--- config.mk ---
export PLATFORM = sky130hd
export DESIGN_NAME = tds_ctrl
export DESIGN_NICKNAME = d
export VERILOG_FILES = /design/src/sv/tds_pkg.sv /design/src/sv/tds_ctrl.sv
export SDC_FILE = /design/constraint.sdc
export NUM_CORES = 1
export LEC_CHECK = 0
export ABC_AREA = 1
export BUFFER_PORTS_ARGS = -buffer_cell sky130_fd_sc_hd__buf_4
export CORE_AREA = 2 2 39 41
export DETAILED_ROUTE_END_ITERATION = 8
export DIE_AREA = 0 0 41 43
export PLACE_DENSITY = 0.68
export SKIP_LAST_GASP = 1
export SYNTH_ARGS = -nofsm -noshare
export SYNTH_HDL_FRONTEND = slang
export SYNTH_SLANG_ARGS = --single-unit
--- constraint.sdc ---
create_clock -name clk_i -period 2.37 [get_ports clk_i]
set_clock_uncertainty 0.15 [all_clocks]
set_input_delay 0.3555 -clock clk_i [delete_from_list [all_inputs] [get_ports clk_i]]
set_output_delay 0.3555 -clock clk_i [all_outputs]
set_load 0.02 [all_outputs]
--- src/sv/tds_pkg.sv ---
// tds_pkg: shared constants, codes and controller/datapath bundles
// for the token dictionary substituter; no dependencies
package tds_pkg;

  localparam int unsigned DICT_ENTRIES = 128;
  localparam int unsigned KEY_CHARS    = 15;
  localparam int unsigned VALUE_CHARS  = 20;
  localparam int unsigned TOK_MAX      = KEY_CHARS - 1;

  localparam int unsigned ENT_W = $clog2(DICT_ENTRIES);
  localparam int unsigned IDX_W = $clog2(DICT_ENTRIES + 1);
  localparam int unsigned LEN_W = $clog2(TOK_MAX + 1);
  localparam int unsigned TIX_W = $clog2(TOK_MAX);
  localparam int unsigned CNT_W = 5;
  localparam int unsigned KROW_W = 8 * KEY_CHARS;
  localparam int unsigned VROW_W = 8 * VALUE_CHARS;

  // operation codes
  localparam logic [1:0] OP_TEXT = 2'd0;
  localparam logic [1:0] OP_END  = 2'd1;
  localparam logic [1:0] OP_KEY  = 2'd2;
  localparam logic [1:0] OP_VAL  = 2'd3;

  localparam logic [7:0] SPACE_BYTE = 8'h20;

  typedef enum logic [1:0] {
    SEL_VALUE = 2'd0,
    SEL_TOKEN = 2'd1,
    SEL_SPACE = 2'd2,
    SEL_CHAR  = 2'd3
  } emit_sel_e;

  typedef struct packed {
    logic      accept;
    logic      clr_row;
    logic      scan_start;
    logic      scan_run;
    logic      val_read;
    logic      cnt_clr;
    logic      cnt_inc;
    logic      emit;
    emit_sel_e emit_sel;
    logic      emit_last;
    logic      len_clr;
  } tds_cmd_t;

  typedef struct packed {
    logic is_load;
    logic is_flush;
    logic ovf;
    logic len_zero;
    logic len_full;
    logic clr_done;
    logic hit;
    logic miss;
    logic val_end;
    logic tok_last;
    logic out_free;
  } tds_sts_t;

endpackage

--- src/sv/tds_ctrl.sv ---
// tds_ctrl: sequencer for clearing, dictionary scan and byte emission
// depends on tds_pkg
module tds_ctrl (
  input  logic              clk_i,
  input  logic              rst_ni,
  input  logic              in_valid_i,
  output logic              in_ready_o,
  input  tds_pkg::tds_sts_t sts_i,
  output tds_pkg::tds_cmd_t cmd_o
);
  import tds_pkg::*;

  localparam logic [2:0] S_CLR  = 3'd0;
  localparam logic [2:0] S_IDLE = 3'd1;
  localparam logic [2:0] S_SCAN = 3'd2;
  localparam logic [2:0] S_VRD  = 3'd3;
  localparam logic [2:0] S_EMV  = 3'd4;
  localparam logic [2:0] S_TOK  = 3'd5;
  localparam logic [2:0] S_SP   = 3'd6;
  localparam logic [2:0] S_CH   = 3'd7;

  logic [2:0] state_q, state_d;

  assign in_ready_o = (state_q == S_IDLE);

  // next state and commands
  always_comb begin
    state_d = state_q;
    cmd_o   = '0;
    cmd_o.emit_sel = SEL_VALUE;
    case (state_q)
      S_CLR: begin
        cmd_o.clr_row = 1'b1;
        if (sts_i.clr_done) state_d = S_IDLE;
      end
      S_IDLE: begin
        if (in_valid_i) begin
          cmd_o.accept = 1'b1;
          if (sts_i.is_load) begin
            state_d = S_IDLE;
          end else if (sts_i.is_flush) begin
            if (sts_i.ovf) begin
              state_d = S_SP;
            end else if (!sts_i.len_zero) begin
              cmd_o.scan_start = 1'b1;
              state_d = S_SCAN;
            end
          end else if (sts_i.ovf) begin
            state_d = S_CH;
          end else if (sts_i.len_full) begin
            cmd_o.cnt_clr = 1'b1;
            state_d = S_TOK;
          end
        end
      end
      S_SCAN: begin
        if (sts_i.hit) begin
          state_d = S_VRD;
        end else if (sts_i.miss) begin
          cmd_o.cnt_clr = 1'b1;
          state_d = S_TOK;
        end else begin
          cmd_o.scan_run = 1'b1;
        end
      end
      S_VRD: begin
        cmd_o.val_read = 1'b1;
        cmd_o.cnt_clr  = 1'b1;
        state_d = S_EMV;
      end
      S_EMV: begin
        if (sts_i.out_free) begin
          if (sts_i.val_end) begin
            state_d = S_SP;
          end else begin
            cmd_o.emit     = 1'b1;
            cmd_o.emit_sel = SEL_VALUE;
            cmd_o.cnt_inc  = 1'b1;
          end
        end
      end
      S_TOK: begin
        if (sts_i.out_free) begin
          cmd_o.emit     = 1'b1;
          cmd_o.emit_sel = SEL_TOKEN;
          cmd_o.cnt_inc  = 1'b1;
          if (sts_i.tok_last) state_d = sts_i.ovf ? S_CH : S_SP;
        end
      end
      S_SP: begin
        if (sts_i.out_free) begin
          cmd_o.emit      = 1'b1;
          cmd_o.emit_sel  = SEL_SPACE;
          cmd_o.emit_last = 1'b1;
          cmd_o.len_clr   = 1'b1;
          state_d = S_IDLE;
        end
      end
      S_CH: begin
        if (sts_i.out_free) begin
          cmd_o.emit      = 1'b1;
          cmd_o.emit_sel  = SEL_CHAR;
          cmd_o.emit_last = 1'b1;
          cmd_o.len_clr   = 1'b1;
          state_d = S_IDLE;
        end
      end
      default: state_d = S_IDLE;
    endcase
  end

  // state register
  always_ff @(posedge clk_i or negedge rst_ni) begin
    if (!rst_ni) state_q <= S_CLR;
    else         state_q <= state_d;
  end

endmodule

==> out/results.tsv, run 1 <==
metric	value	unit
# rows	14	
WL final	1290	um
GRT Total Usage	17.2	%
Worst setup startpoint	state_q[2]$_DFFE_PN0P_	
Via-to-Cell Ratio	4.60	
RSZ-0062 raised after global routing	no	
Tmin final	2060	ps
initial antenna violation count	0	
Crit Path Category	register to primary output	
Bufs on Longest Clock Path	2	
Switching Share	53.7	%
xor and xnor area share after synthesis	0	%
Setup TNS	0	ps
Gate power share	70.3	%
final period utilization	86.7	%
chip width	41	um
#FFs+latches synth	3	
DR DRC count	0	
slowest CP cell	dfrtp_1	
CP startpoint kind	register	
Final Max Slew Viols	0	
fin nets	128	
grt ovf	0	
simple-gate area share of the yosys netlist	60.4	%
Slew @ Worst Pin	308	ps
Compound-Gate Fraction of Synth Area	6.01	%
antenna-violating nets left	0	
Final Hold Vio Count	0	
PortBufs	26	
crit path to	cmd_o[6]	
largest family of logic cells by synthesized area	simple AND/OR/NAND/NOR gates	
IO Count	27	
required time worst endpoint	1860	ps
buffer count from post-CTS setup fixing	0	
Yosys cell types	19	
Syn Nets	98	
Worst R2R Path Depth	6	
fin cells	129	
First-pass DRT Iterations	4	
first-pass GRT wire length	2110	um
reg2reg setup slack	990	ps
H-Tree Depth	1	
CP cell instances	inv_2, nand3_1, inv_1, nand2_1, o21ai_0, buf_4	
Biggest register	state_q	
Detailed Place HPWL	1080	um
RR Startpoint	state_q[2]$_DFFE_PN0P_	
status	finished clean	
Hold Path Class	primary input to async pin	
later-pin clock latency in the skew report	240	ps
ratio of cells with drive above 1 in the final layout	34.5	%
met2 GRT Util	30.0	%
root buffer cell	clkbuf_4	
Die Area	1760	sq um
WL/cell	10.0	um
Initial Util	33.1	%
Arrival @ worst endpoint	1550	ps
Core ar.	1380	sq um
relative slew slack	79.5	%
Post-CTS Hold Fix Bufs	1	
largest net degree at the start of global routing	10	
P_leak	0.429	nW
biggest regs	state_q (3)	
Die H	43	um
Cells after DPL	124	
post-synthesis mux area share	0	%
vias post-DR	593	
P_int	0.000340	W
Post-Syn Area	458	sq um
Syn Area/Cell	5.45	sq um
Peak VDD IR	0.460	mV
commonest non-fill, non-tap cell in the layout	buf_4	
vias in the first global route	536	
Diodes inserted	0	
post-synthesis sequential area ratio	16.4	%
Cells after Synth	84	
Final Core Density	49.9	%
Top Usage Layer GRT	met2	
max-cap violations	0	
Clk network pwr share	12.7	%
Crit Reg-Reg Endpoint	state_q[1]$_DFFE_PN0P_	
CP Max Fanout	9	
Clk pin slew, worst setup/hold paths	40	ps
total number of yosys warnings	0	
GR Util met1	20.5	%
global placer's final weighted congestion	0.766	
kind of end point of the critical path	primary output	
P&R area growth vs syn	50.8	%
Num Clock Sinks	3	
TritonCTS clock tree	built	
post-CTS sizing	0	
Max Fclk	0.486	GHz
setup violators final	0	
CTS Buf Count	3	
max reg flops	3	
commonest non-fill, non-tap cells in the layout	26 x buf_4, 22 x nand2_1, 15 x nor2_1	
CP peak stage delay	480	ps
Synth Area in Adders	0	%
M3 GR Usage	1.57	%
Net Sw Power	0.000393	W
share of power burned in registers	17.1	%
Cell Pwr Density	1060	nW/um^2
initial DRC count	6	
-- Yosys cell counts --
master / instances / area, sq um
nand4_1: 1 / 6.26
inv_2: 4 / 15.0
nor2_4: 1 / 11.3
o21ai_0: 1 / 5.00
nor2_2: 1 / 6.26
nand2_1: 22 / 82.6
nand3_2: 2 / 20.0
nand3b_1: 2 / 15.0
nand3_1: 11 / 55.1
nand2_2: 1 / 6.26
dfrtp_1: 3 / 75.1
a21oi_1: 2 / 10.0
nor2_1: 15 / 56.3
buf_4: 1 / 7.51
buf_6: 1 / 11.3
a31oi_1: 2 / 12.5
nand4_2: 1 / 12.5
inv_1: 12 / 45.0
nor3_1: 1 / 5.00
-- cells by family after synthesis --
group,Yosys count
AND/OR/NAND/NOR,58
AO/OA/AOI/OAI,5
flip-flops,3
buffers and inverters,18
-- through the flow --
stage | instance area (sq um) | setup slack [ps] | hold WS (ps) | power (W)
after global placement | 654 | 685 | -4.91 | 0.000630
after floorplan | 458 | 424 | -90.1 | 0.000494
final | 691 | 314 | 292 | 0.000733
after detailed placement | 654 | 549 | -5.52 | 0.000642
after CTS | 691 | 274 | 285 | 0.000740
after global routing | 691 | 122 | 313 | 0.000812
-- critical path: cells and delay by family (launching register included) --
family | cells | cell delay (ps)
flops | 1 | 480
compound gates | 1 | 200
buf+inv | 3 | 440
simple gates | 2 | 200
-- area by class of cell --
type | instances | area [sq um]
multi-input cells | 63 | 304
fillers | 154 | 693
repair buffers | 27 | 205
inverters | 16 | 60.1
flip-flops and latches | 3 | 75.1
well taps | 16 | 20.0
clock buffers | 4 | 26.3
-- worst min path at each step --
stage | start | endpoint | slack (ps) | cells after the start
after global placement | rst_ni | state_q[0]$_DFFE_PN0P_ | -5 | 1
final | rst_ni | state_q[2]$_DFFE_PN0P_ | 290 | 2
after CTS | rst_ni | state_q[2]$_DFFE_PN0P_ | 290 | 2
after detailed placement | rst_ni | state_q[2]$_DFFE_PN0P_ | -6 | 1
after global routing | rst_ni | state_q[2]$_DFFE_PN0P_ | 310 | 2
after floorplan | rst_ni | state_q[0]$_DFFE_PN0P_ | -90 | 0
-- layer usage --
layer | up-vias | share of wire [%]
li1 | 322 | -
met1 | 244 | 41
met2 | 25 | 51
met3 | 2 | 7.4
met4 | 0 | 0.85
met5 | - | 0
-- power groups by stage --
| stage | registers [W] | clock network [W] | logic, W |
|---|---|---|---|
| floorplan | 0.000101 | 0 | 0.000393 |
| global placement | 0.000120 | 0 | 0.000510 |
| detailed placement | 0.000125 | 0 | 0.000517 |
| CTS | 0.000125 | 0.0000955 | 0.000520 |
| global route | 0.000131 | 0.0000955 | 0.000586 |
| finish | 0.000125 | 0.0000928 | 0.000515 |
Note: power is estimated with default switching activity, not from simulation.
==> run 2: changes to the inputs <==
--- a/config.mk
+++ b/config.mk
@@ -7,10 +7,11 @@
 export LEC_CHECK = 0
 export ABC_AREA = 1
 export BUFFER_PORTS_ARGS = -buffer_cell sky130_fd_sc_hd__buf_4
-export CORE_AREA = 2 2 39 41
+export CELL_PAD_IN_SITES_DETAIL_PLACEMENT = 0
+export CELL_PAD_IN_SITES_GLOBAL_PLACEMENT = 1
+export CORE_UTILIZATION = 27
 export DETAILED_ROUTE_END_ITERATION = 8
-export DIE_AREA = 0 0 41 43
-export PLACE_DENSITY = 0.68
+export PLACE_DENSITY = 0.86
 export SKIP_LAST_GASP = 1
 export SYNTH_ARGS = -nofsm -noshare
 export SYNTH_HDL_FRONTEND = slang
==> out/results.tsv, run 2 (synthesized netlist as in run 1, its figures left out) <==
metric	value	unit	change
status	finished clean		
Clk pin slew, worst setup/hold paths	40	ps	about the same
CP delay by family, top	flip-flops		
fillers	164		+6.5%
Core ar.	1540	sq um	+11%
Slew @ Worst Pin	290	ps	-18.2 ps
later-pin clock latency in the skew report	230	ps	about the same
Num Clock Sinks	3		unchanged
Tmin final	1970	ps	-87.6 ps
Cell Pwr Density	1060	nW/um^2	-0.58%
initial antenna violation count	0		unchanged
Peak VDD IR	0.358	mV	-22%
reg2reg setup slack	980	ps	about the same
biggest regs	state_q (3)		
Diodes inserted	0		unchanged
RSZ-0062 raised after global routing	no		
P&R area growth vs syn	50.8	%	unchanged
fin nets	128		unchanged
Bufs on Longest Clock Path	2		unchanged
Via-to-Cell Ratio	4.56		-0.84%
Die Area	1860	sq um	+5.8%
WL/cell	9.42	um	-5.8%
Crit Reg-Reg Endpoint	state_q[2]$_DFFE_PN0P_		
Final Hold Vio Count	0		unchanged
Initial Util	29.7	%	-3.4 points
P_leak	0.429	nW	unchanged
ratio of cells with drive above 1 in the final layout	34.5	%	unchanged
setup violators final	0		unchanged
GRT Total Usage	13.9	%	-3.4 points
kind of end point of the critical path	primary output		
max reg flops	3		unchanged
Power, Total	0.000729	W	-0.58%
crit path to	cmd_o[6]		
final period utilization	83.0	%	-3.7 points
vias in the first global route	516		-3.7%
WL final	1220	um	-5.8%
Setup TNS	0	ps	unchanged
# rows	14		unchanged
Final Core Density	44.8	%	-5.1 points
CP peak stage delay	470	ps	about the same
Die H	43.2	um	+0.43%
CP Max Fanout	9		unchanged
grt ovf	0		unchanged
Crit Path Category	register to primary output		
vias post-DR	588		-0.84%
DR DRC count	0		unchanged
CP Depth	6		unchanged
CTS Buf Count	3		unchanged
Hold Path Class	primary input to async pin		
Worst R2R Path Depth	7		+1
First-pass DRT Iterations	4		unchanged
global placer's final weighted congestion	0.774		+1.1%
RR Startpoint	state_q[2]$_DFFE_PN0P_		
CP startpoint kind	register		
initial DRC count	7		+1
CP cell instances	inv_2, nand3_1, inv_1, nand2_1, o21ai_0, buf_4		
antenna-violating nets left	0		unchanged
Final Max Slew Viols	0		unchanged
commonest non-fill, non-tap cells in the layout	26 x buf_4, 22 x nand2_1, 15 x nor2_1		
relative slew slack	80.7	%	+1.2 points
Detailed Place HPWL	1010	um	-5.9%
largest net degree at the start of global routing	10		unchanged
IO Count	27		unchanged
max-cap violations	0		unchanged
H-Tree Depth	1		unchanged
PortBufs	26		unchanged
slowest CP cell	dfrtp_1		
chip width	43.2	um	+5.3%
required time worst endpoint	1860	ps	about the same
root buffer cell	clkbuf_4		
Biggest register	state_q		
Arrival @ worst endpoint	1460	ps	-90 ps
first-pass GRT wire length	2020	um	-4.3%
commonest non-fill, non-tap cell in the layout	buf_4		
WP buf/inv	3		unchanged
post-CTS sizing	0		unchanged
Worst setup startpoint	state_q[2]$_DFFE_PN0P_		
Max Fclk	0.508	GHz	+4.5%
TritonCTS clock tree	built		
run 2: cell counts in the layout (fill, tap and decap cells not counted):
Identical to the previous run, type by type.
run 2: where the power goes:
group	internal (W)	total [W]	switching, W	leakage [nW]
Sequential	0.0000772	0.000122	0.0000453	0.0376
Combinational	0.000199	0.000519	0.000319	0.376
Clock	0.0000629	0.0000875	0.0000245	0.0150
Total	0.000339	0.000729	0.000389	0.429
run 2: layout make-up:
| type | instances | area [sq um] | share of cell area [%] |
|---|---|---|---|
| clock buffers | 4 | 26.3 | 3.80 |
| well taps | 16 | 20.0 | 2.90 |
| multi-input cells | 63 | 304 | 44.0 |
| inverters | 16 | 60.1 | 8.70 |
| flip-flops and latches | 3 | 75.1 | 10.9 |
| repair buffers | 27 | 205 | 29.7 |
run 2: timing repair:
action                    in CTS  in global routing
hold endpoints to repair       3                  0
hold buffers                   1                  0
setup buffers                  0                  0
run 2: stage by stage:
step	area (sq um)	hold slack, ps	setup slack, ps	std cells
2_1_floorplan	458	-90.1	424	84
3_3_place_gp	654	-5.38	692	124
3_5_place_dp	654	-4.84	652	124
4_1_cts	691	300	403	129
5_1_grt	691	310	261	129
6_report	691	301	402	129
run 2: how the worst min path moves through the flow:
stage / to / slack [ps] / cells past startpoint
final: state_q[2]$_DFFE_PN0P_ / 300 / 2
after global routing: state_q[0]$_DFFE_PN0P_ / 310 / 2
after CTS: state_q[1]$_DFFE_PN0P_ / 300 / 2
after detailed placement: state_q[0]$_DFFE_PN0P_ / -5 / 1
after global placement: state_q[0]$_DFFE_PN0P_ / -5 / 1
after floorplan: state_q[0]$_DFFE_PN0P_ / -90 / 0
run 2: metal layers:
layer  track usage, %  wire length [um]
met1             18.5               590
met2             23.3               559
met3             1.70                64
met4             3.64                 0
met5                0                 0
